===== src/sv/pid_controller_tustin_clamped_top_defines.svh =====
// assertion helpers shared by the rtl
`ifndef PID_CONTROLLER_TUSTIN_CLAMPED_TOP_DEFINES_SVH
`define PID_CONTROLLER_TUSTIN_CLAMPED_TOP_DEFINES_SVH

// same-cycle implication
`define PIDT_ASSERT_NOW(lbl, ck, rn, ante, cons, msg) \
	lbl: assert property (@(posedge ck) disable iff (!rn) (ante) |-> (cons)) else $error(msg);

// next-cycle implication
`define PIDT_ASSERT_NEXT(lbl, ck, rn, ante, cons, msg) \
	lbl: assert property (@(posedge ck) disable iff (!rn) (ante) |=> (cons)) else $error(msg);

`endif


===== src/sv/pidt_pkg.sv =====
package pidt_pkg;

	localparam int DATA_FRAC_BITS      = 10;
	localparam int COEF_FRAC_BITS_DEF  = 16;

	localparam int ERR_W      = 16;
	localparam int DRV_W      = 15;
	localparam int HIST_W     = 16;
	localparam int CFG_IDX_W  = 3;
	localparam int CFG_DATA_W = 24;

	localparam logic [CFG_IDX_W-1:0] REG_GAIN         = 3'd0;
	localparam logic [CFG_IDX_W-1:0] REG_INTEGRAL     = 3'd1;
	localparam logic [CFG_IDX_W-1:0] REG_DERIVATIVE   = 3'd2;
	localparam logic [CFG_IDX_W-1:0] REG_FILTER_RATIO = 3'd3;
	localparam logic [CFG_IDX_W-1:0] REG_SAMPLE       = 3'd4;

	localparam logic [15:0] GAIN_RST         = 16'd256;
	localparam logic [23:0] INTEGRAL_RST     = 24'd100000;
	localparam logic [23:0] DERIVATIVE_RST   = 24'd0;
	localparam logic [15:0] FILTER_RATIO_RST = 16'd6554;
	localparam logic [16:0] SAMPLE_RST       = 17'd1000;

	localparam logic [DRV_W-1:0] DRIVE_LIMIT = DRV_W'(12 << DATA_FRAC_BITS);

	typedef enum logic [3:0] {
		OP_NONE,
		OP_AD,
		OP_DEN,
		OP_K1,
		OP_N0,
		OP_TT,
		OP_DI,
		OP_N1,
		OP_OUTER,
		OP_N2,
		OP_Q0,
		OP_Q1,
		OP_Q2,
		OP_Q3,
		OP_Q4
	} op_t;

	typedef enum logic [4:0] {
		ST_AD,
		ST_DEN,
		ST_K1,
		ST_N0,
		ST_Q0,
		ST_TT,
		ST_DI,
		ST_N1,
		ST_Q1,
		ST_OUTER,
		ST_N2,
		ST_Q2,
		ST_Q3,
		ST_Q4,
		ST_IDLE,
		ST_MAC,
		ST_DRAIN,
		ST_RND,
		ST_WR
	} state_t;

	typedef struct packed {
		op_t        op;
		logic       start;
		logic       in_ready;
		logic       cfg_ready;
		logic       in_load;
		logic       cfg_load;
		logic       mac;
		logic [2:0] k;
		logic       acc_clr;
		logic       rnd;
		logic       wr;
	} ctrl_cmd_t;

	typedef struct packed {
		logic done;
		logic out_free;
	} dp_sts_t;

endpackage


===== src/sv/pidt_dp.sv =====
`include "pid_controller_tustin_clamped_top_defines.svh"

module pidt_dp import pidt_pkg::*; #(
	parameter int COEF_FRAC_BITS = COEF_FRAC_BITS_DEF
) (
	input  logic                    clk,
	input  logic                    arst_n,
	input  ctrl_cmd_t               cmd,
	output dp_sts_t                 sts,
	input  logic signed [ERR_W-1:0] error,
	input  logic [CFG_IDX_W-1:0]    cfg_index,
	input  logic [CFG_DATA_W-1:0]   cfg_data,
	output logic                    drive_valid,
	input  logic                    drive_ready,
	output logic signed [DRV_W-1:0] drive
);

	localparam int AD_W  = 40;
	localparam int S_W   = 42;
	localparam int DEN_W = 66;
	localparam int TMP_W = 50;
	localparam int NUM_W = 75;
	localparam int MA_W  = 50;
	localparam int MB_W  = 33;
	localparam int P_W   = 76;
	localparam int DV_W  = (NUM_W + COEF_FRAC_BITS + 2 > DEN_W + 33) ?
		NUM_W + COEF_FRAC_BITS + 2 : DEN_W + 33;
	localparam int PR_W  = 48;
	localparam int ACC_W = 51;
	localparam int MAG_W = ACC_W + 1 - COEF_FRAC_BITS;

	// configuration
	logic [15:0] kp_q;
	logic [23:0] ti_q;
	logic [23:0] td_q;
	logic [15:0] al_q;
	logic [16:0] ts_q;

	// coefficient pass
	op_t              op_q;
	logic             mul_busy_q;
	logic             div_busy_q;
	logic             done_q;
	logic [AD_W-1:0]  ad_q;
	logic [DEN_W-1:0] den_q;
	logic [TMP_W-1:0] tmp_q;
	logic [NUM_W-1:0] num_q;
	logic             neg_q;
	logic [P_W-1:0]   a_sh_q;
	logic [MB_W-1:0]  b_sh_q;
	logic [P_W-1:0]   prod_q;
	logic [DV_W-1:0]  rem_q;
	logic [DV_W-1:0]  dsh_q;
	logic [4:0]       bit_q;
	logic [30:0]      quo_q;
	logic             den_zero_q;
	logic             div_neg_q;
	logic signed [31:0] coef_q [5];

	// item path
	logic signed [ERR_W-1:0]  err_q;
	logic signed [HIST_W-1:0] last_err_q;
	logic signed [HIST_W-1:0] older_err_q;
	logic signed [HIST_W-1:0] last_drv_q;
	logic signed [HIST_W-1:0] older_drv_q;
	logic signed [PR_W-1:0]   prod_s1;
	logic                     pv_s1;
	logic signed [ACC_W-1:0]  acc_q;
	logic [MAG_W-1:0]         mag_q;
	logic                     rneg_q;
	logic                     drive_valid_q;
	logic signed [DRV_W-1:0]  drive_q;

	logic [25:0]        t2d_sum;
	logic [25:0]        t2i_sum;
	logic signed [25:0] t2d_dif;
	logic signed [25:0] t2i_dif;
	logic [24:0]        t2d_mag;
	logic [24:0]        t2i_mag;
	logic [S_W-1:0]     s_val;
	logic signed [42:0] r_val;
	logic [41:0]        r_mag;
	logic signed [50:0] mid;
	logic [49:0]        mid_mag;
	logic [MA_W-1:0]    mul_a;
	logic [MB_W-1:0]    mul_b;
	logic [NUM_W-1:0]   div_num;
	logic [DEN_W-1:0]   div_den;
	logic               div_neg_sel;
	logic               is_div;
	logic               mul_fin;
	logic               div_ge;
	logic [30:0]        quo_nxt;
	logic               div_fin;
	logic [30:0]        quo_fin;
	logic signed [31:0] coef_val;
	logic signed [31:0] coef_sel;
	logic signed [HIST_W-1:0] x_sel;
	logic [ACC_W-1:0]   acc_abs;
	logic [ACC_W:0]     mag_full;
	logic [DRV_W-1:0]   mag_cl;
	logic signed [DRV_W-1:0] res;

	always_comb begin
		t2d_sum = 26'(ts_q) + {1'b0, td_q, 1'b0};
		t2i_sum = 26'(ts_q) + {1'b0, ti_q, 1'b0};
		t2d_dif = $signed({9'd0, ts_q}) - $signed({1'b0, td_q, 1'b0});
		t2i_dif = $signed({9'd0, ts_q}) - $signed({1'b0, ti_q, 1'b0});
		t2d_mag = t2d_dif[25] ? 25'(-t2d_dif) : t2d_dif[24:0];
		t2i_mag = t2i_dif[25] ? 25'(-t2i_dif) : t2i_dif[24:0];
		s_val   = {9'd0, ts_q, 16'd0} + {1'b0, ad_q, 1'b0};
		r_val   = $signed({10'd0, ts_q, 16'd0}) - $signed({2'd0, ad_q, 1'b0});
		r_mag   = r_val[42] ? 42'(-r_val) : r_val[41:0];
		mid     = $signed({1'b0, tmp_q}) - $signed({1'b0, prod_q[47:0], 2'b00});
		mid_mag = mid[50] ? 50'(-mid) : mid[49:0];
	end

	always_comb begin
		mul_a = '0;
		mul_b = '0;
		unique case (cmd.op)
			OP_AD: begin
				mul_a = MA_W'(al_q);
				mul_b = MB_W'(td_q);
			end
			OP_DEN: begin
				mul_a = MA_W'(s_val);
				mul_b = MB_W'(ti_q);
			end
			OP_K1: begin
				mul_a = MA_W'(t2d_sum);
				mul_b = MB_W'(kp_q);
			end
			OP_N0: begin
				mul_a = tmp_q;
				mul_b = {t2i_sum, 7'd0};
			end
			OP_TT: begin
				mul_a = MA_W'(ts_q);
				mul_b = MB_W'(ts_q);
			end
			OP_DI: begin
				mul_a = MA_W'(td_q);
				mul_b = MB_W'(ti_q);
			end
			OP_N1: begin
				mul_a = tmp_q;
				mul_b = MB_W'({kp_q, 8'd0});
			end
			OP_OUTER: begin
				mul_a = MA_W'(t2d_mag);
				mul_b = MB_W'(t2i_mag);
			end
			OP_N2: begin
				mul_a = tmp_q;
				mul_b = MB_W'({kp_q, 7'd0});
			end
			default: begin
				mul_a = '0;
				mul_b = '0;
			end
		endcase
	end

	always_comb begin
		div_num     = num_q;
		div_den     = den_q;
		div_neg_sel = neg_q;
		is_div      = 1'b1;
		unique case (cmd.op)
			OP_Q0, OP_Q1, OP_Q2: begin
				div_num     = num_q;
				div_den     = den_q;
				div_neg_sel = neg_q;
			end
			OP_Q3: begin
				div_num     = NUM_W'({ad_q, 2'b00});
				div_den     = DEN_W'(s_val);
				div_neg_sel = 1'b0;
			end
			OP_Q4: begin
				div_num     = NUM_W'(r_mag);
				div_den     = DEN_W'(s_val);
				div_neg_sel = r_val[42];
			end
			default: begin
				is_div = 1'b0;
			end
		endcase
	end

	always_comb begin
		mul_fin = mul_busy_q && (b_sh_q == '0);
		div_ge  = (rem_q >= dsh_q);
		quo_nxt = quo_q;
		if (div_ge && bit_q != 5'd31) begin
			quo_nxt = quo_q | (31'd1 << bit_q);
		end
		div_fin = div_busy_q && (den_zero_q || (bit_q == 5'd31 && div_ge) || bit_q == 5'd0);
		if (den_zero_q) begin
			quo_fin = '0;
		end else if (bit_q == 5'd31) begin
			quo_fin = '1;
		end else begin
			quo_fin = quo_nxt;
		end
		coef_val = div_neg_q ? -$signed({1'b0, quo_fin}) : $signed({1'b0, quo_fin});
	end

	always_ff @(posedge clk or negedge arst_n) begin
		if (!arst_n) begin
			kp_q          <= GAIN_RST;
			ti_q          <= INTEGRAL_RST;
			td_q          <= DERIVATIVE_RST;
			al_q          <= FILTER_RATIO_RST;
			ts_q          <= SAMPLE_RST;
			op_q          <= OP_NONE;
			mul_busy_q    <= 1'b0;
			div_busy_q    <= 1'b0;
			done_q        <= 1'b0;
			pv_s1         <= 1'b0;
			drive_valid_q <= 1'b0;
			last_err_q    <= '0;
			older_err_q   <= '0;
			last_drv_q    <= '0;
			older_drv_q   <= '0;
		end else begin
			done_q <= mul_fin || div_fin;
			pv_s1  <= cmd.mac;
			if (cmd.cfg_load) begin
				unique case (cfg_index)
					REG_GAIN:         kp_q <= cfg_data[15:0];
					REG_INTEGRAL:     ti_q <= cfg_data;
					REG_DERIVATIVE:   td_q <= cfg_data;
					REG_FILTER_RATIO: al_q <= cfg_data[15:0];
					REG_SAMPLE:       ts_q <= cfg_data[16:0];
					default: ;
				endcase
			end
			if (cmd.start) begin
				op_q <= cmd.op;
				if (is_div) begin
					div_busy_q <= 1'b1;
				end else begin
					mul_busy_q <= 1'b1;
				end
			end
			if (mul_fin) mul_busy_q <= 1'b0;
			if (div_fin) div_busy_q <= 1'b0;
			if (cmd.wr) begin
				drive_valid_q <= 1'b1;
				older_err_q   <= last_err_q;
				last_err_q    <= err_q;
				older_drv_q   <= last_drv_q;
				last_drv_q    <= {res[DRV_W-1], res};
			end else if (drive_ready) begin
				drive_valid_q <= 1'b0;
			end
		end
	end

	// shift-add multiplier
	always_ff @(posedge clk) begin
		if (cmd.start && !is_div) begin
			a_sh_q <= P_W'(mul_a);
			b_sh_q <= mul_b;
			prod_q <= '0;
		end else if (mul_busy_q && b_sh_q != '0) begin
			if (b_sh_q[0]) prod_q <= prod_q + a_sh_q;
			a_sh_q <= a_sh_q << 1;
			b_sh_q <= b_sh_q >> 1;
		end
		if (mul_fin) begin
			unique case (op_q)
				OP_AD:  ad_q  <= prod_q[AD_W-1:0];
				OP_DEN: den_q <= prod_q[DEN_W-1:0];
				OP_K1, OP_TT: tmp_q <= prod_q[TMP_W-1:0];
				OP_OUTER: begin
					tmp_q <= prod_q[TMP_W-1:0];
					neg_q <= t2d_dif[25] ^ t2i_dif[25];
				end
				OP_DI: begin
					tmp_q <= mid_mag;
					neg_q <= mid[50];
				end
				OP_N0: begin
					num_q <= prod_q[NUM_W-1:0];
					neg_q <= 1'b0;
				end
				OP_N1, OP_N2: num_q <= prod_q[NUM_W-1:0];
				default: ;
			endcase
		end
	end

	// restoring divider, one quotient bit per cycle
	always_ff @(posedge clk) begin
		if (cmd.start && is_div) begin
			rem_q      <= (DV_W'(div_num) << (COEF_FRAC_BITS + 1)) + DV_W'(div_den);
			dsh_q      <= DV_W'(div_den) << 32;
			bit_q      <= 5'd31;
			quo_q      <= '0;
			den_zero_q <= (div_den == '0);
			div_neg_q  <= div_neg_sel;
		end else if (div_busy_q && !div_fin) begin
			if (div_ge && bit_q != 5'd31) rem_q <= rem_q - dsh_q;
			quo_q <= quo_nxt;
			dsh_q <= dsh_q >> 1;
			bit_q <= bit_q - 5'd1;
		end
		if (div_fin) begin
			unique case (op_q)
				OP_Q0:   coef_q[0] <= coef_val;
				OP_Q1:   coef_q[1] <= coef_val;
				OP_Q2:   coef_q[2] <= coef_val;
				OP_Q3:   coef_q[3] <= coef_val;
				OP_Q4:   coef_q[4] <= coef_val;
				default: ;
			endcase
		end
	end

	always_comb begin
		coef_sel = '0;
		x_sel    = '0;
		unique case (cmd.k)
			3'd0: begin
				coef_sel = coef_q[0];
				x_sel    = err_q;
			end
			3'd1: begin
				coef_sel = coef_q[1];
				x_sel    = last_err_q;
			end
			3'd2: begin
				coef_sel = coef_q[2];
				x_sel    = older_err_q;
			end
			3'd3: begin
				coef_sel = coef_q[3];
				x_sel    = last_drv_q;
			end
			3'd4: begin
				coef_sel = coef_q[4];
				x_sel    = older_drv_q;
			end
			default: begin
				coef_sel = '0;
				x_sel    = '0;
			end
		endcase
		acc_abs  = acc_q[ACC_W-1] ? ACC_W'(-acc_q) : ACC_W'(acc_q);
		mag_full = {1'b0, acc_abs} + ((ACC_W+1)'(1) << (COEF_FRAC_BITS - 1));
		mag_cl   = (mag_q >= MAG_W'(DRIVE_LIMIT)) ? DRIVE_LIMIT : mag_q[DRV_W-1:0];
		res      = rneg_q ? -$signed(mag_cl) : $signed(mag_cl);
	end

	always_ff @(posedge clk) begin
		if (cmd.in_load) err_q <= error;
		if (cmd.mac) prod_s1 <= coef_sel * x_sel;
		acc_q <= (cmd.acc_clr ? '0 : acc_q) +
			(pv_s1 ? {{(ACC_W-PR_W){prod_s1[PR_W-1]}}, prod_s1} : '0);
		if (cmd.rnd) begin
			mag_q  <= mag_full[ACC_W:COEF_FRAC_BITS];
			rneg_q <= acc_q[ACC_W-1];
		end
		if (cmd.wr) drive_q <= res;
	end

	assign sts.done     = done_q;
	assign sts.out_free = !drive_valid_q || drive_ready;
	assign drive_valid  = drive_valid_q;
	assign drive        = drive_q;

	`PIDT_ASSERT_NOW(a_units_exclusive, clk, arst_n, mul_busy_q, !div_busy_q, "multiplier and divider busy together")

endmodule


===== config.mk =====
export PLATFORM = sky130hd
export DESIGN_NAME = pidt_dp
export DESIGN_NICKNAME = d
export VERILOG_FILES = /design/src/sv/pidt_pkg.sv /design/src/sv/pidt_dp.sv
export VERILOG_INCLUDE_DIRS = /design/src /design/src/sv
export SDC_FILE = /design/constraint.sdc
export NUM_CORES = 2
export LEC_CHECK = 0
export BUFFER_PORTS_ARGS = -buffer_cell sky130_fd_sc_hd__buf_2
export CAP_MARGIN = 40
export CORE_UTILIZATION = 55
export DETAILED_ROUTE_END_ITERATION = 16
export PLACE_DENSITY = 0.71
export SLEW_MARGIN = 20
export SYNTH_ARGS = -nofsm -noshare
export SYNTH_HDL_FRONTEND = slang
export SYNTH_SLANG_ARGS = --single-unit

===== constraint.sdc =====
create_clock -name clk -period 11.9 [get_ports clk]
set_clock_uncertainty 0.05 [all_clocks]
set_input_delay 1.19 -clock clk [delete_from_list [all_inputs] [get_ports clk]]
set_output_delay 1.19 -clock clk [all_outputs]
set_load 0.01 [all_outputs]

# Word level (Yosys, flattened, before mapping)
# Memories as Yosys holds them, arrays and structs flattened.
# Index checks and enable logic that the tools add are counted.
# totals
register_bits	987
latch_bits	0
ram_bits	160
mem_bits_ro	0
input_bits	62
out_inout_bits	18
elab_cells	224
memories	1
# memory_table
name	depth	width	read_ports	rd_ports_with_merged_regs	wr	line_no	rtl
coef_q	5	32	5	0	1	pidt_dp.sv:58	logic signed [31:0] coef_q [5];
# op_classes
add_sub_neg	20
n_mul	1
div	0
order_cmp	2
eq_ne	39
n_shift	1
muxes	67
n_bitwise	2
n_reduce_logical	54
# op_table
op	n
$pmux 50 s7	1
$mux 99	3
$pmux 33 s8	1
$mux 98	2
$mux 32	5
$pmux 32 s5	1
$mux 51	3
$mux 50	3
$pmux 75 s2	1
$reduce_or 32->1	4
$pmux 50 s2	1
$ge 99x98->1	1
$sub 99x98->99	1
$add 92x66->93	1
$mux 31	3
$pmux 16 s5	1
$add 76x76->76	1
$logic_not 66->1	1
$mux 33	2
$mux 66	1
$eq 4x4->1 const B	14
$add 17x25->26	2
$add 51x16->52 const B	1
$sub 17x25->26	2
45 further kinds	130

# Longest topological paths before layout
# depth
ltp_word	12
mapped_depth	34
mapped_depth_nobuf	31

# Worst setup path before layout
# OpenSTA, ideal clock, no wires.
# synth_path
path_kind	reg2reg
startpoint	reg dsh_q[1]
endpoint	reg rem_q[0] (enable)
setup_ns	0.694
arrival_time_ns	10.160
setup_slack_ns	0.997
stages_incl_launch_ff	16
cell_sequence	dfxtp_1 > inv_1 > ha_1 > nor2b_1 > o31a_1 > o311ai_1 > a21o_1 > a21oi_1 > nor3_1 > or3_1 > nand2b_1 > a211o_1 > or2_2 > clkbuf_1 > clkbuf_1 > o21ai_0
# synth_via
elab_chain_len	9
elab_cells_between_ends	11
classes_between	1 x order compare; 10 x reduce/logical
# synth_lines
item	line_no	rtl
from (decl)	pidt_dp.sv:53	logic [DV_W-1:0] dsh_q;
from (signal assigned)	pidt_dp.sv:300	dsh_q <= DV_W'(div_den) << 32;
from (signal assigned)	pidt_dp.sv:308	dsh_q <= dsh_q >> 1;
$ge 99x98->1 *	pidt_dp.sv:194	div_ge = (rem_q >= dsh_q);
$logic_and 1x1->1	pidt_dp.sv:199	div_fin = div_busy_q && (den_zero_q || (bit_q == 5'd31 && div_ge) || bit_q == 5'd0);
$logic_or 1x1->1 (2 in a row)	pidt_dp.sv:199	
$logic_and 1x1->1	pidt_dp.sv:199	
$logic_not 1->1	pidt_dp.sv:305	end else if (div_busy_q && !div_fin) begin
$logic_and 1x1->1	pidt_dp.sv:305	
$reduce_bool 2->1 (no line)	-	
$reduce_and 2->1 (no line) *	-	
to (signal assigned)	pidt_dp.sv:299	rem_q <= (DV_W'(div_num) << (COEF_FRAC_BITS + 1)) + DV_W'(div_den);
to (signal assigned)	pidt_dp.sv:306	if (div_ge && bit_q != 5'd31) rem_q <= rem_q - dsh_q;
to (decl)	pidt_dp.sv:52	logic [DV_W-1:0] rem_q;
# Mark *: on every way between the ends. The rest lies on a longest branch, timed or not.
# A chain may end at the register's enable or synchronous reset.

# Final worst setup path
# layout_path
startpoint	in cmd[4] in the netlist's numbering
endpoint	reg prod_s1[46], data pin
# layout_via
elab_chain_len	3
elab_cells_between_ends	8
classes_between	1 x mul; 4 x eq/ne; 2 x mux; 1 x reduce/logical
# layout_lines
item	line_no	rtl
from (decl)	pidt_dp.sv:8	input ctrl_cmd_t cmd,
$eq 3x3->1, or another cell as far along	pidt_dp.sv:326	unique case (cmd.k)
$pmux 32 s5 / $pmux 16 s5 (equally long branches)	pidt_dp.sv:326	
$mul 32x16->48 *	pidt_dp.sv:360	if (cmd.mac) prod_s1 <= coef_sel * x_sel;
to (signal assigned)	pidt_dp.sv:360	
to (decl)	pidt_dp.sv:66	logic signed [PR_W-1:0] prod_s1;
# Marked as above.

==> metrics <==
count of clock tree sinks=1145; first-pass GRT wire length=about 440000 µm; cell area after synthesis=roughly 94000 µm²; DRC Markers=0; fraction of the cycle the final worst path needs=slightly above 80%; cts hold-fix bufs=0; Worst path slowest cell=nor2b_1; asr flop ratio synth=between 10 and 15%; max cap viols=0; Inserted Clock Buffers=approximately 130; peak supply drop=~0.00019 V; Hold WC Path Type=in -> async; total number of vias=between 70000 and 80000; Worst Tran Pin Value=0.9511 ns; Hold Vio Cnt, Final=0; Final Net Count=11410; Die Span X=approximately 420 µm; post-route ant nets=0; Post-Synthesis Cells=about 10000; routability cong.=0.9848; layout cells sized above 1=between 7 and 8%; Ys Warns=0; row count=between 150 and 200; setup tns final=0 ns; CTS HTree Levels=4; Psw=roughly 8400 µW; port buffer count=77; WHS=between 0.2 and 0.3 ns; Final Max Tran Viols=0; final wirelength=287100 µm; fmax=101.7 MHz; Clk pwr share=a little over a fifth; kind of critical path=in -> reg; cell internal pwr=between 10000 and 15000 µW; initial DRC count=about 6800; Layout area overhead=7.730%; Sw Share=between 40 and 50%; Avg Cell Area, Syn=about 9 µm²; drt wl/cell=between 20 and 25 µm; register bit count reported by yosys=around 1100; DR vias/cell=6.160; fin crit period=9.833 ns; Slew HR=a little over a third; synth top area cells=edfxtp_1 24%, fa_1 11%, ha_1 7.2%; LEAKAGE=0.04194 µW; element type at the critical path start=input pin; Tot GR Track Use=around 33%; Tot Pwr=between 15000 and 20000 µW; outcome=complete, no violations; Core Box Area=169800 µm²; CTS clk-pin slew, worst paths=about 0.060 ns; clock tree from TritonCTS=built; Top cell by count, worst path=fa_1; Final Setup Violations=0; post-cts sizing count=0; distinct cell type count after synthesis=~100; Logic pwr share=48.2%; initial antenna violation count=5; DRT Pass-1 Iters=7; RSZ-0062 raised after global routing=no; pin count of the biggest net entering global routing=between 90 and 100; crit-path max cell delay=~0.62 ns; Die Y=416.2 µm; dpl cells=12370; worst endpoint data arrival time=10.36 ns; vias in the first global route=between 70000 and 80000; sequential share of the synthesized area=about a third; Seq pwr share=between 30% and 40%; final std cells w/o fill=between 10000 and 15000; initial core utilization=55.56%; I/O pins=80; top cell type's share of synthesized area=between 20% and 30%; Setup crit end kind=flip-flop; Syn Nets=about 12000; Clock Path Buffers=3; setup bufs post-CTS=0; Clock Latency Late Sink=~0.84 ns; CP Data Required Time=about 12 ns; GRT Residual Overflow=0; Die ar.=around 170000 µm²; cell taking the most area after synthesis=edfxtp_1; detailed-placement wirelength estimate=221300 µm; root buf cell=clkbuf_16; EDFF count, synth=758; ys flop type=edfxtp_1; Pwr per Cell Area=193.7 nW/µm²; Crit Path Max Fanout=32
==> cell usage in the layout (no fill, tap or decap), drive strengths merged, types with 43 or more instances in the layout <==
master  netlist  final
o211ai       43     43
nor2b       131    131
o21a         90     90
nor2        863    863
or3          62     62
o31ai        65     65
nand2      1134   1134
nor4         68     68
buf          44    241
nand4       120    120
a31oi        79     79
and3         65     65
mux2i        98     98
a22oi        80     80
and2        132    132
nor3        154    154
o21ai       586    586
a22o         46     46
dfxtp       219    219
a211oi       53     53
mux2        148    148
a21o        235    235
dfrtp       148    148
inv         970    983
edfxtp      758    758
o22ai        97     97
nand2b      103    103
nand3       190    190
clkbuf      520    181
xor2        244    244
fa          497    497
xnor2       475    475
a21oi       797    797
o21bai       81     81
ha          542    542
==> cell type report <==
class	count	area (µm²)
fillers	14660	68180
multi-input cells	7810	57520
flip-flops and latches	1145	31380
clock buffers	175	3671
inverters	972	3651
well taps	2218	2775
repair buffers	249	1961
clock inverters	70	714.4
diodes	2	5.005
==> synthesized netlist by cell type (190+ instances only) <==
master	count
a21oi_1	797
inv_1	969
ha_1	542
nand2_1	1134
nor2_1	862
a21o_1	235
edfxtp_1	758
nand3_1	190
clkbuf_1	520
fa_1	497
xor2_1	244
o21ai_0	574
dfxtp_1	219
xnor2_1	475
==> logic make-up after synthesis <==
family,Yosys count,share of synthesized area [%]
AO/OA/AOI/OAI,2623,17.75
XOR/XNOR,719,6.673
adder cells (fa/ha/maj),1041,17.75
buffers and inverters,1536,6.120
flip-flops,1145,33.25
multiplexers,246,2.805
other,1,0.003974
AND/OR/NAND/NOR,3180,15.66
==> registers in the layout (all words and copies together), names as in the netlist, 17 cells and up <==
signal / flops
prod_s1: 48
quo_q: 31
mag_q: 36
rem_q: 99
tmp_q: 50
den_q: 66
coef_q: 160
dsh_q: 98
a_sh_q: 75
ti_q: 24
acc_q: 51
ad_q: 40
ts_q: 17
td_q: 24
num_q: 75
prod_q: 75
b_sh_q: 33
==> layer usage <==
layer	wire (µm)	part of all wire [%]	global-route usage, %
met4	18890	6.6	19.40
met2	136700	48	54.89
met5	13	0.0045	0
met1	113600	40	40.79
met3	17940	6.2	4.195
==> worst max-delay path: cells and delay by family <==
family | cells | cell delay [ns]
buffers and inverters | 7 | 1.49
AO/OA/AOI/OAI | 10 | 3.18
adder cells (fa/ha/maj) | 7 | 3.25
AND/OR/NAND/NOR | 4 | 1.10
XOR/XNOR | 1 | 0.13
==> worst paths after layout <==
kind | startpoint | end | slack, ns | cells past startpoint
max in group asynchronous | arst_n | older_err_q[15] | 9.64 | 4
setup reg to reg | ts_q[8] | rem_q[88] | 2.50 | 28
hold / removal | arst_n | ti_q[12] | 0.28 | 1
setup / recovery | cmd[4] | prod_s1[46] | 2.07 | 29
hold reg to reg | dsh_q[0] | dsh_q[0] | 0.41 | 2
min in group clk | dsh_q[0] | dsh_q[0] | 0.41 | 2
==> through the flow <==
step	setup slack, ns	cell area [µm²]	util, %
floorplan	0.9969	94370	-
global placement	1.036	96680	56.92
detailed placement	1.244	96960	57.08
CTS	2.076	101300	59.67
global route	1.659	101700	59.86
finish	2.067	101700	59.86
==> power groups by stage <==
stage | registers (µW) | logic [µW] | clock network [µW]
finish | 6080 | 9490 | 4130
global route | 6130 | 10500 | 4330
CTS | 6050 | 9400 | 4180
detailed placement | 6130 | 9330 | 0
global placement | 6110 | 9160 | 0
floorplan | 5710 | 7140 | 0
Power figures use the tool's default switching activity.
