**config.mk**
```make
export PLATFORM = sky130hd
export DESIGN_NAME = pidt_ctrl
export DESIGN_NICKNAME = d
export VERILOG_FILES = /design/src/sv/pidt_pkg.sv /design/src/sv/pidt_ctrl.sv
export VERILOG_INCLUDE_DIRS = /design/src /design/src/sv
export SDC_FILE = /design/constraint.sdc
export NUM_CORES = 1
export LEC_CHECK = 0
export BUFFER_PORTS_ARGS = -buffer_cell sky130_fd_sc_hd__buf_2
export CORE_MARGIN = 10
export CORE_UTILIZATION = 54
export DETAILED_ROUTE_END_ITERATION = 16
export PLACE_DENSITY_LB_ADDON = 0.05
export SYNTH_ARGS = -nofsm -noshare
export SYNTH_HDL_FRONTEND = slang
export SYNTH_SLANG_ARGS = --single-unit
```
**constraint.sdc**
```tcl
create_clock -name clk -period 3.56 [get_ports clk]
set_input_delay 0.712 -clock clk [delete_from_list [all_inputs] [get_ports clk]]
set_output_delay 0.712 -clock clk [all_outputs]
set_load 0.05 [all_outputs]
```
**src/sv/pid_controller_tustin_clamped_top_defines.svh**
```systemverilog
// assertion helpers shared by the rtl
`ifndef PID_CONTROLLER_TUSTIN_CLAMPED_TOP_DEFINES_SVH
`define PID_CONTROLLER_TUSTIN_CLAMPED_TOP_DEFINES_SVH

// same-cycle implication
`define PIDT_ASSERT_NOW(lbl, ck, rn, ante, cons, msg) \
	lbl: assert property (@(posedge ck) disable iff (!rn) (ante) |-> (cons)) else $error(msg);

// next-cycle implication
`define PIDT_ASSERT_NEXT(lbl, ck, rn, ante, cons, msg) \
	lbl: assert property (@(posedge ck) disable iff (!rn) (ante) |=> (cons)) else $error(msg);

`endif

```
**src/sv/pidt_pkg.sv**
```systemverilog
package pidt_pkg;

	localparam int DATA_FRAC_BITS      = 10;
	localparam int COEF_FRAC_BITS_DEF  = 16;

	localparam int ERR_W      = 16;
	localparam int DRV_W      = 15;
	localparam int HIST_W     = 16;
	localparam int CFG_IDX_W  = 3;
	localparam int CFG_DATA_W = 24;

	localparam logic [CFG_IDX_W-1:0] REG_GAIN         = 3'd0;
	localparam logic [CFG_IDX_W-1:0] REG_INTEGRAL     = 3'd1;
	localparam logic [CFG_IDX_W-1:0] REG_DERIVATIVE   = 3'd2;
	localparam logic [CFG_IDX_W-1:0] REG_FILTER_RATIO = 3'd3;
	localparam logic [CFG_IDX_W-1:0] REG_SAMPLE       = 3'd4;

	localparam logic [15:0] GAIN_RST         = 16'd256;
	localparam logic [23:0] INTEGRAL_RST     = 24'd100000;
	localparam logic [23:0] DERIVATIVE_RST   = 24'd0;
	localparam logic [15:0] FILTER_RATIO_RST = 16'd6554;
	localparam logic [16:0] SAMPLE_RST       = 17'd1000;

	localparam logic [DRV_W-1:0] DRIVE_LIMIT = DRV_W'(12 << DATA_FRAC_BITS);

	typedef enum logic [3:0] {
		OP_NONE,
		OP_AD,
		OP_DEN,
		OP_K1,
		OP_N0,
		OP_TT,
		OP_DI,
		OP_N1,
		OP_OUTER,
		OP_N2,
		OP_Q0,
		OP_Q1,
		OP_Q2,
		OP_Q3,
		OP_Q4
	} op_t;

	typedef enum logic [4:0] {
		ST_AD,
		ST_DEN,
		ST_K1,
		ST_N0,
		ST_Q0,
		ST_TT,
		ST_DI,
		ST_N1,
		ST_Q1,
		ST_OUTER,
		ST_N2,
		ST_Q2,
		ST_Q3,
		ST_Q4,
		ST_IDLE,
		ST_MAC,
		ST_DRAIN,
		ST_RND,
		ST_WR
	} state_t;

	typedef struct packed {
		op_t        op;
		logic       start;
		logic       in_ready;
		logic       cfg_ready;
		logic       in_load;
		logic       cfg_load;
		logic       mac;
		logic [2:0] k;
		logic       acc_clr;
		logic       rnd;
		logic       wr;
	} ctrl_cmd_t;

	typedef struct packed {
		logic done;
		logic out_free;
	} dp_sts_t;

endpackage

```
**src/sv/pidt_ctrl.sv**
```systemverilog
`include "pid_controller_tustin_clamped_top_defines.svh"

module pidt_ctrl import pidt_pkg::*; (
	input  logic      clk,
	input  logic      arst_n,
	input  logic      in_valid,
	input  logic      cfg_valid,
	input  dp_sts_t   sts,
	output ctrl_cmd_t cmd
);

	state_t     state_q, state_d;
	logic       launched_q;
	logic [2:0] cnt_q;

	always_ff @(posedge clk or negedge arst_n) begin
		if (!arst_n) begin
			state_q    <= ST_AD;
			launched_q <= 1'b0;
			cnt_q      <= 3'd0;
		end else begin
			state_q <= state_d;
			if (sts.done) begin
				launched_q <= 1'b0;
			end else if (cmd.start) begin
				launched_q <= 1'b1;
			end
			if (state_q == ST_MAC) begin
				cnt_q <= cnt_q + 3'd1;
			end else begin
				cnt_q <= 3'd0;
			end
		end
	end

	always_comb begin
		state_d = state_q;
		cmd     = '0;
		cmd.op  = OP_NONE;
		cmd.k   = cnt_q;
		unique case (state_q)
			ST_AD: begin
				cmd.op = OP_AD;
				if (sts.done) state_d = ST_DEN;
			end
			ST_DEN: begin
				cmd.op = OP_DEN;
				if (sts.done) state_d = ST_K1;
			end
			ST_K1: begin
				cmd.op = OP_K1;
				if (sts.done) state_d = ST_N0;
			end
			ST_N0: begin
				cmd.op = OP_N0;
				if (sts.done) state_d = ST_Q0;
			end
			ST_Q0: begin
				cmd.op = OP_Q0;
				if (sts.done) state_d = ST_TT;
			end
			ST_TT: begin
				cmd.op = OP_TT;
				if (sts.done) state_d = ST_DI;
			end
			ST_DI: begin
				cmd.op = OP_DI;
				if (sts.done) state_d = ST_N1;
			end
			ST_N1: begin
				cmd.op = OP_N1;
				if (sts.done) state_d = ST_Q1;
			end
			ST_Q1: begin
				cmd.op = OP_Q1;
				if (sts.done) state_d = ST_OUTER;
			end
			ST_OUTER: begin
				cmd.op = OP_OUTER;
				if (sts.done) state_d = ST_N2;
			end
			ST_N2: begin
				cmd.op = OP_N2;
				if (sts.done) state_d = ST_Q2;
			end
			ST_Q2: begin
				cmd.op = OP_Q2;
				if (sts.done) state_d = ST_Q3;
			end
			ST_Q3: begin
				cmd.op = OP_Q3;
				if (sts.done) state_d = ST_Q4;
			end
			ST_Q4: begin
				cmd.op = OP_Q4;
				if (sts.done) state_d = ST_IDLE;
			end
			ST_IDLE: begin
				cmd.cfg_ready = 1'b1;
				cmd.in_ready  = !cfg_valid;
				if (cfg_valid) begin
					cmd.cfg_load = 1'b1;
					state_d      = ST_AD;
				end else if (in_valid) begin
					cmd.in_load = 1'b1;
					state_d     = ST_MAC;
				end
			end
			ST_MAC: begin
				cmd.mac     = 1'b1;
				cmd.acc_clr = (cnt_q == 3'd0);
				if (cnt_q == 3'd4) state_d = ST_DRAIN;
			end
			ST_DRAIN: begin
				state_d = ST_RND;
			end
			ST_RND: begin
				cmd.rnd = 1'b1;
				state_d = ST_WR;
			end
			ST_WR: begin
				if (sts.out_free) begin
					cmd.wr  = 1'b1;
					state_d = ST_IDLE;
				end
			end
			default: begin
				state_d = ST_IDLE;
			end
		endcase
		cmd.start = (cmd.op != OP_NONE) && !launched_q;
	end

	`PIDT_ASSERT_NEXT(a_cfg_restarts, clk, arst_n, cmd.cfg_load, state_q == ST_AD, "config transfer did not restart the coefficient pass")
	`PIDT_ASSERT_NOW(a_done_launched, clk, arst_n, sts.done, launched_q, "unit finished without a start")
	`PIDT_ASSERT_NEXT(a_item_starts, clk, arst_n, cmd.in_load, state_q == ST_MAC && cnt_q == 3'd0, "accepted item did not start the mac sequence")

endmodule

```
Word-level counts from Yosys, hierarchy flattened. Cells that the tools add are included.

$add $sub $neg: 1. $mul: 0. Div/mod/pow operators: 0. $lt $le $gt $ge: 0. Equal/unequal tests: 36. Shift-type cells: 0. Muxes and demuxes: 32. Bitwise logic cells: 0. Reduce and logical (&&, ||, !) cells: 8.

Operators with widths (number): $pmux 5 s19 (1); $mux 5 (18); $pmux 4 s14 (1); $eq 5x4->1 const B (8); $ne 2x2->1 const B (15); $eq 5x3->1 const B (4); $reduce_and 17->1 (1); $eq 5x5->1 const B (3); $eq 5x2->1 const B (2); $mux 1 (10); $eq 5x1->1 const B (1); $logic_not 5->1 (1); $mux 4 (1); $reduce_bool 4->1 (1); $add 3x1->3 const B (1); $eq 3x3->1 const B (1); $logic_not 3->1 (1); $mux 3 (1); $ne 3x3->1 const B (1); $logic_not 1->1 (2); $ne 2x1->1 const B (1); $reduce_bool 2->1 (1); $logic_and 1x1->1 (1).

Register bits after elaboration: 9. Latch bits: 0. RAM bits: 0. ROM bits: 0. Bits of input ports: 6. Output and inout port bits: 16. Memories kept: 0.

Depth between registers and ports, before layout. Gate-level depths: netlist of run 1.

Depth after elaboration: 6. Gate-level depth with buffers: 6. Mapped depth without buffers: 6.

Worst setup path after synthesis of run 1. OpenSTA, ideal clock, no wires.

Path kind: flip-flop to output port. From: register state_q[0]. To: output cmd[8] in the netlist's numbering. Data arrival time: 2.406 ns. Required time: 2.848 ns. Path slack: 0.442 ns. Cell stages (with the launch flop): 5. Buffers on the path: 2. Path through: dfrtp_1 buf_2 buf_1 nor3_1 and2_1.

RTL lines: start: declaration (line pidt_ctrl.sv:12) `state_t state_q, state_d;`; start signal: assignment (line pidt_ctrl.sv:22) `state_q <= state_d;`; end: declaration (line pidt_ctrl.sv:9) `output ctrl_cmd_t cmd`.

==> run summary, run 1 <==
Status: completed
Worst Tran Pin Value: 604 ps
Layout area overhead: 14.4%
DIE WIDTH: 57.6 um
Largest net degree at the start of global routing: 21
Root buffer cell: clkbuf_4
Fraction of layout cells with a size suffix above 1: 0.337
Delay-heaviest family, CP: flip-flops
CP max FO: 17
HPWL Detailed: 1280 um
Post-layout minimum cycle time: 2660 ps
Total grt overflow: 0
MaxCap Viol Count: 0
Nets: 113
Remaining DRCs: 0
Sequential area share after synthesis: 0.295
Via count: 687
Clk sinks: 9
Ant diodes: 0
Critical Path AT: 1950 ps
Worst Setup Start Kind: flip-flop
Worst path slowest cell: dfrtp_1
Via density: 5.77
Cells after synthesis: 86
Core ar.: 0.00132 sq mm
Top cell type's share of synthesized area: 0.295
Port-buffer cells: 21
Final wirelength: 1720 um
First-pass GRT wire length: 2850 um
Final hold viol count: 0
Unrepaired setup endpoints after global routing: no
Antenna Nets Post-Route: 0
Post-CTS Hold Buffers: 0
Mapped Area: 764 sq um
# Post-CTS Setup Buffers: 0
Height of the die: 57.6 um
Setup CP Type: flip-flop to primary output
Fin Setup TNS: 0 ps
Site row count: 13
Worst-Skew Late Latency: 260 ps
Max Root-Sink Buffers: 2
CTS buffer count: 3
1st-pass router iterations: 5
Clock transition at path regs: 70 ps
CP max stage delay: 560 ps
Via count of the first global-routing pass: 620
Setup-failing EPs final: 0
Worst Clk Skew: 7.67 ps
Worst slew margin: 0.597
Tot GR Track Use: 0.105
Clock tree from TritonCTS: built
Initial drt markers: 8
Fmax: 376 MHz
Critical path endpoint category: primary output
WL/cell: 14.4 um
Initial Utilization: 0.580
Synth unique cells: 35
Fill count: 127
Top area cells in the synthesized netlist: dfrtp_1 (29%), mux2_4 (7.9%), nor2_1 (6.4%), o311ai_4 (3.4%), a21oi_1 (3.3%)
Synth area leader: dfrtp_1
Num ports: 22
Post-CTS resize count: 0
Seq cells post-synth: 9
Synth Net Count: 94
Final period utilization: 0.747
Die footprint: 0.00332 sq mm
HP Class: input port to asynchronous set/reset pin
# H-tree levels: 1
Yosys warns: 0
Mean Syn Cell Area: 8.89 sq um
CP cell instances: or2_1 -> xnor2_1 -> a21oi_1 -> a211oi_1 -> buf_2
Initial antenna violation count: 0
WP buf/inv: 1
Worst EP required: 2850 ps
Routability Congestion: 0.817
Pins Over Slew Limit: 0
==> final timing paths <==
kind / start / to / slack, ps / cells after the start
min in group clk: cnt_q[0]$_DFF_PN0_ / cnt_q[0]$_DFF_PN0_ / 480 / 1
worst min register to register: cnt_q[0]$_DFF_PN0_ / cnt_q[0]$_DFF_PN0_ / 480 / 1
worst max-delay path: state_q[3]$_DFFE_PN0P_ / cmd[13] / 900 / 5
max in group asynchronous: arst_n / state_q[2]$_DFFE_PN0P_ / 3070 / 1
worst min-delay path: arst_n / launched_q$_DFFE_PN0P_ / 300 / 1
worst max register to register: state_q[0]$_DFFE_PN0P_ / state_q[3]$_DFFE_PN0P_ / 1850 / 4
==> area by class of cell <==
class	count	area, sq um	share of cell area
sequential	9	225	0.258
multi-input combinational	67	488	0.558
tap	15	18.8	0.0215
clock buffer	4	26.3	0.0300
inverter	3	11.3	0.0129
timing repair buffer	21	105	0.120
==> cells by family (layout without fill, tap and decap cells) <==
kind of cell             Yosys count  in the layout  share of synthesized area
multiplexers                       4              4                     0.0786
AO/OA/AOI/OAI                     19             19                      0.193
adder cells (fa/ha/maj)            2              2                     0.0327
AND/OR/NAND/NOR                   40             40                      0.311
buffers and inverters             10             28                     0.0671
flip-flops                         9              9                      0.295
XOR/XNOR                           2              2                     0.0229
==> per-stage QoR <==
step | utilization | hold WS (ps) | std cells | instance area [sq um] | setup WS [ps]
after floorplan | - | 416 | 86 | 764 | 442
after global placement | 0.644 | 472 | 115 | 848 | 1210
after detailed placement | 0.644 | 480 | 115 | 848 | 1190
after CTS | 0.664 | 302 | 119 | 875 | 876
after global routing | 0.664 | 293 | 119 | 875 | 717
final | 0.664 | 297 | 119 | 875 | 899
==> cell usage after synthesis <==
master      n
buf_6       1
o211ai_1    1
inv_1       3
a21oi_1     5
and2_1      2
o21ai_0     3
xnor2_1     2
and3_1      3
and3_4      1
mux2_4      4
nand4b_1    1
nor3b_1     2
ha_1        2
nand3_2     1
buf_2       5
nand2_1     3
nor2_1     13
nand4b_2    1
o311ai_4    1
dfrtp_1     9
nor4_1      1
or2_1       1
and4b_4     1
a2bb2oi_1   1
o21bai_1    1
nand2b_1    2
nand3_1     1
a31o_2      2
and2b_1     1
nor3_1      4
a221oi_1    2
a211oi_1    3
and4_1      1
buf_1       1
nor2b_1     1
==> registers in the layout, summed over array words and instances (netlist names) <==
register,count
state_q,5
launched_q,1
cnt_q,3
==> routing by layer <==
metal,track usage,wire length [um],vias up
met2,0.169,808,16
met1,0.119,758,322
met5,0,0,-
li1,-,-,347
met4,0.0403,13,0
met3,0.0458,137,2
==> cells in the final DEF, fill, tap and decap left out, types with 4 or more instances in the layout <==
| master | n |
|---|---|
| dfrtp_1 | 9 |
| mux2_4 | 4 |
| a21oi_1 | 5 |
| nor2_1 | 13 |
| nor3_1 | 4 |
| buf_2 | 21 |
Power of run 1 is left out: the tool's default activity adds up to more than one toggle a clock period on the data nets, which glitch-free logic cannot reach.
==> inputs of run 2 (changes only) <==
--- a/config.mk
+++ b/config.mk
@@ -8,7 +8,7 @@
 export LEC_CHECK = 0
 export BUFFER_PORTS_ARGS = -buffer_cell sky130_fd_sc_hd__buf_2
 export CORE_MARGIN = 10
-export CORE_UTILIZATION = 54
+export CORE_UTILIZATION = 50
 export DETAILED_ROUTE_END_ITERATION = 16
 export PLACE_DENSITY_LB_ADDON = 0.05
 export SYNTH_ARGS = -nofsm -noshare
==> constraint.sdc (replaced) <==
create_clock -name clk -period 2.6 [get_ports clk]
set_input_delay 0.52 -clock clk [delete_from_list [all_inputs] [get_ports clk]]
set_output_delay 0.52 -clock clk [all_outputs]
set_load 0.05 [all_outputs]
==> run 2 against run 1 <==
  * Count of clock-buffer cells in the layout did not move
  * Via count up 0.29%
  * Wire length rose by 0.93%
  * Die area rose by 5.2%
  * Worst setup slack worse by 730 ps
  * Clock skew is 7.2 ps lower
  * Utilization is 4.7 points lower
  * Non-clock buffer count increased by 2
  * Sequential cell count stayed put
  * Register-to-register slack lost 1000 ps
  * Final cell count grew 2.5%
==> run summary, run 2 (synthesis gave the netlist of run 1 again) <==
Fmax: 411 MHz
First-pass GRT wire length: 2910 um (+2.2%)
# H-tree levels: 1 (unchanged)
Worst slew margin: 0.623 (+0.0256)
Leading cell type in the layout, fill and taps excluded: buf_2
Critical path endpoint category: primary output
Pins Over Slew Limit: 0 (unchanged)
DP Area: 881 sq um (+3.8%)
Worst-Skew Late Latency: 250 ps (about the same)
CP Launch Point: state_q[3]$_DFFE_PN0P_
Core ar.: 0.00147 sq mm (+12%)
Root buffer cell: clkbuf_4
Worst EP required: 2080 ps (-770 ps)
CP max FO: 17 (unchanged)
Via count of the first global-routing pass: 635 (+2.4%)
Critical path depth in cells: 5 (unchanged)
Initial Utilization: 0.520 (-0.0607)
Clk sinks: 9 (unchanged)
M2 GR Usage: 0.150 (-0.0186)
Total grt overflow: 0 (unchanged)
Routability Congestion: 0.774 (-5.2%)
Post-CTS Hold Buffers: 0 (unchanged)
Layout area overhead: 18.7%
Max Root-Sink Buffers: 2 (unchanged)
Initial drt markers: 10 (+2)
MaxCap Viol Count: 0 (unchanged)
CTS buffer count: 3 (unchanged)
WP buf/inv: 1 (unchanged)
Via count: 689 (+0.29%)
Status: completed
GR peak layer: met2
Via density: 5.65 (-2.2%)
Worst Tran Pin Value: 566 ps (-38.4 ps)
Setup CP Type: flip-flop to primary output
Clock transition at path regs: 60 ps (about the same)
Worst Clk Skew: 0.510 ps (-7.16 ps)
Fin Setup TNS: 0 ps (unchanged)
Final hold viol count: 0 (unchanged)
Worst path slowest cell: dfrtp_1
HP Class: input port to asynchronous set/reset pin
RR Startpoint: state_q[1]$_DFFE_PN0P_
Site row count: 14 (+1)
Largest net degree at the start of global routing: 21 (unchanged)
WL/cell: 14.2 um (-1.6%)
Ant diodes: 0 (unchanged)
Post-layout minimum cycle time: 2430 ps
CP max stage delay: 560 ps (about the same)
Largest Register: state_q
Unrepaired setup endpoints after global routing: no
Clock tree from TritonCTS: built
Biggest regs: state_q x5, cnt_q x3, launched_q x1
Post-CTS resize count: 0 (unchanged)
Nets: 115 (+1.8%)
Fraction of layout cells with a size suffix above 1: 0.377 (+0.0408)
Tot GR Track Use: 0.0989 (-0.00606)
Setup-failing EPs final: 0 (unchanged)
CP cell instances: or2_1 -> xnor2_1 -> a21oi_1 -> a211oi_2 -> buf_2
Num ports: 22 (unchanged)
R2R Path End: state_q[2]$_DFFE_PN0P_
# Post-CTS Setup Buffers: 0 (unchanged)
Initial antenna violation count: 0 (unchanged)
1st-pass router iterations: 4 (-1)
Grt met1 use: 0.131 (+0.0118)
Reg2reg path depth: 4 (unchanged)
Flip-flop count of the largest register after layout: 5 (unchanged)
Worst Setup Start Kind: flip-flop
Flop2flop setup slack: 830 ps (-1020 ps)
Crit path capture: cmd[13]
DIE WIDTH: 59.1 um (+2.6%)
Critical Path AT: 1910 ps (-40 ps)
Die footprint: 0.00349 sq mm (+5.2%)
Port-buffer cells: 21 (unchanged)
Final wirelength: 1730 um (+0.93%)
Final Instance Area: 907 sq um (+3.7%)
Height of the die: 59.1 um (+2.6%)
HPWL Detailed: 1320 um (+3.2%)
Most frequent cells in the layout: buf_2 (21), nor2_1 (13), dfrtp_1 (9)
Remaining DRCs: 0 (unchanged)
Antenna Nets Post-Route: 0 (unchanged)
Met3 Use GR: 0.0408 (-0.00498)
Delay-heaviest family, CP: flip-flops
Final period utilization: 0.936
## run 2: area by class of cell
class                           count  area [sq um]
Sequential cell                     9           225
Clock buffer                        4          26.3
Multi-Input combinational cell     67           504
Timing Repair Buffer               23           120
Inverter                            3          11.3
Fill cell                         138           564
Tap cell                           16          20.0
## run 2: routing by layer
| metal | vias up | part of all wire |
|---|---|---|
| li1 | 353 | - |
| met1 | 325 | 0.48 |
| met2 | 11 | 0.46 |
| met3 | 0 | 0.059 |
| met4 | 0 | 0 |
| met5 | - | 0 |
## run 2: how the worst min path moves through the flow
stage / start / endpoint / slack [ps]
after floorplan: arst_n / cnt_q[0]$_DFF_PN0_ / 220
after global placement: arst_n / cnt_q[0]$_DFF_PN0_ / 380
after detailed placement: arst_n / cnt_q[0]$_DFF_PN0_ / 390
after CTS: arst_n / cnt_q[0]$_DFF_PN0_ / 120
after global routing: arst_n / cnt_q[0]$_DFF_PN0_ / 110
final: arst_n / cnt_q[0]$_DFF_PN0_ / 110
## run 2: metrics by stage
step,std cells,util,hold slack (ps),setup slack [ps]
floorplan,86,-,224,28.2
detailed placement,118,0.599,390,448
global route,122,0.616,110,39.0
CTS,122,0.616,117,165
finish,122,0.616,114,167
global placement,118,0.599,383,453
Power of run 2 is left out for the same reason.
==> inputs of run 3 (changes only) <==
--- a/config.mk
+++ b/config.mk
@@ -7,8 +7,10 @@
 export NUM_CORES = 1
 export LEC_CHECK = 0
 export BUFFER_PORTS_ARGS = -buffer_cell sky130_fd_sc_hd__buf_2
+export CELL_PAD_IN_SITES_DETAIL_PLACEMENT = 0
+export CELL_PAD_IN_SITES_GLOBAL_PLACEMENT = 1
 export CORE_MARGIN = 10
-export CORE_UTILIZATION = 50
+export CORE_UTILIZATION = 37
 export DETAILED_ROUTE_END_ITERATION = 16
 export PLACE_DENSITY_LB_ADDON = 0.05
 export SYNTH_ARGS = -nofsm -noshare
==> run 3 against run 2 <==
  * Non-clock buffer count rose by 1
  * Worst setup slack worse by 10 ps
  * Global-route usage fell by 0.34 points
  * Maximum frequency fell by 0.42%
  * Utilization down 14 points
  * Sequential cell count unchanged
  * Count of clock-buffer cells in the layout did not move
  * Final cell count up 9.8%
==> run summary, run 3 (synthesis gave the netlist of run 1 again) <==
Core ar.: 0.00196 sq mm (+33%)
Area of the multi-input gates: 504 sq um (unchanged)
Largest net degree at the start of global routing: 18 (-14%)
Most frequent cells in the layout: buf_2 (21), nor2_1 (13), dfrtp_1 (9)
Reg2reg path depth: 4 (unchanged)
DIE WIDTH: 65.5 um (+11%)
WP buf/inv: 1 (unchanged)
Ant diodes: 0 (unchanged)
Cell Count, Final, Fillers Out: 134 (+9.8%)
Via count of the first global-routing pass: 732 (+15%)
Via density: 5.31 (-5.9%)
# H-tree levels: 1 (unchanged)
Layout area overhead: 21.4%
Largest Register: state_q
Num ports: 22 (unchanged)
HP Class: input port to asynchronous set/reset pin
Post-CTS resize count: 0 (unchanged)
Final wirelength: 1940 um (+12%)
Clk sinks: 9 (unchanged)
1st-pass router iterations: 4 (unchanged)
Die footprint: 0.00428 sq mm (+23%)
Final period utilization: 0.940 (+0.00393)
Post-layout minimum cycle time: 2440 ps (+10.2 ps)
Tot GR Track Use: 0.0955 (-0.00343)
Max Root-Sink Buffers: 2 (unchanged)
Critical path endpoint category: primary output
CP max stage delay: 680 ps (+120 ps)
Fin Setup TNS: 0 ps (unchanged)
Initial drt markers: 16 (+6)
Worst Clk Skew: 4.50 ps (+3.99 ps)
CP max FO: 17 (unchanged)
Leading cell type in the layout, fill and taps excluded: buf_2
HPWL Detailed: 1440 um (+8.8%)
Fill count: 230 (+67%)
Root buffer cell: clkbuf_4
Site row count: 16 (+2)
Worst path slowest cell: dfrtp_1
Worst Hold Slack: 104 ps (-10.1 ps)
Fmax: 409 MHz (-0.42%)
Worst Tran Pin Value: 536 ps (-29.0 ps)
Clock tree from TritonCTS: built
Delay-heaviest family, CP: simple AND/OR/NAND/NOR gates
WL/cell: 14.5 um (+1.9%)
CP cell instances: and4b_4 -> nand2_1 -> nor3b_1 -> buf_2
Setup-failing EPs final: 0 (unchanged)
# Post-CTS Setup Buffers: 0 (unchanged)
Clock transition at path regs: 60 ps (about the same)
Remaining DRCs: 0 (unchanged)
Worst-Skew Late Latency: 260 ps (about the same)
First-pass GRT wire length: 3380 um (+16%)
MaxCap Viol Count: 0 (unchanged)
Flip-flop count of the largest register after layout: 5 (unchanged)
Height of the die: 65.5 um (+11%)
RR Startpoint: state_q[1]$_DFFE_PN0P_
R2R Path End: state_q[1]$_DFFE_PN0P_
CTS buffer count: 3 (unchanged)
Routability Congestion: 0.730 (-5.7%)
Flop2flop setup slack: 820 ps (about the same)
Worst slew margin: 0.642 (+0.0194)
Nets: 116 (+0.87%)
Setup CP Type: flip-flop to primary output
Total grt overflow: 0 (unchanged)
Initial antenna violation count: 0 (unchanged)
Fraction of layout cells with a size suffix above 1: 0.383 (+0.00582)
Post-CTS Hold Buffers: 0 (unchanged)
Biggest regs: state_q x5, cnt_q x3, launched_q x1
Placed insts: 130 (+10%)
Initial Utilization: 0.390 (-0.130)
Via count: 712 (+3.3%)
Pins Over Slew Limit: 0 (unchanged)
Reg area: 225 sq um (unchanged)
Unrepaired setup endpoints after global routing: no
Final hold viol count: 0 (unchanged)
Port-buffer cells: 21 (unchanged)
Worst Setup Start Kind: flip-flop
Worst EP required: 2080 ps (about the same)
Critical Path AT: 1920 ps (about the same)
Antenna Nets Post-Route: 0 (unchanged)
Status: completed
CP Launch Point: state_q[3]$_DFFE_PN0P_
## run 3: final cells by class
class / instances / area share
Inverter: 3 / 0.0121
Timing Repair Buffer: 24 / 0.137
Sequential cell: 9 / 0.243
Tap cell: 27 / 0.0364
Clock buffer: 4 / 0.0283
Multi-Input combinational cell: 67 / 0.543
## run 3: metal layers
layer,GRT usage,vias to the layer above,wire length [um]
met1,0.111,337,868
met5,0,-,0
met4,0.0401,0,28
met3,0.0322,2,115
met2,0.156,19,929
li1,-,354,-
## run 3: worst max-delay path by stage
stage               to  slack (ps)  cells past startpoint
6_report        cmd[2]         160                      4
3_3_place_gp   cmd[13]         460                      5
2_1_floorplan   cmd[2]          30                      3
5_1_grt         cmd[2]           5                      4
4_1_cts        cmd[13]         160                      5
3_5_place_dp   cmd[13]         450                      5
## run 3: metrics by stage
step | cell area, sq um | setup WS (ps) | util
after floorplan | 781 | 28.2 | -
after global placement | 902 | 458 | 0.460
after detailed placement | 902 | 448 | 0.460
after CTS | 928 | 163 | 0.473
after global routing | 928 | 4.53 | 0.473
final | 928 | 157 | 0.473
Power of run 3 is left out for the same reason.
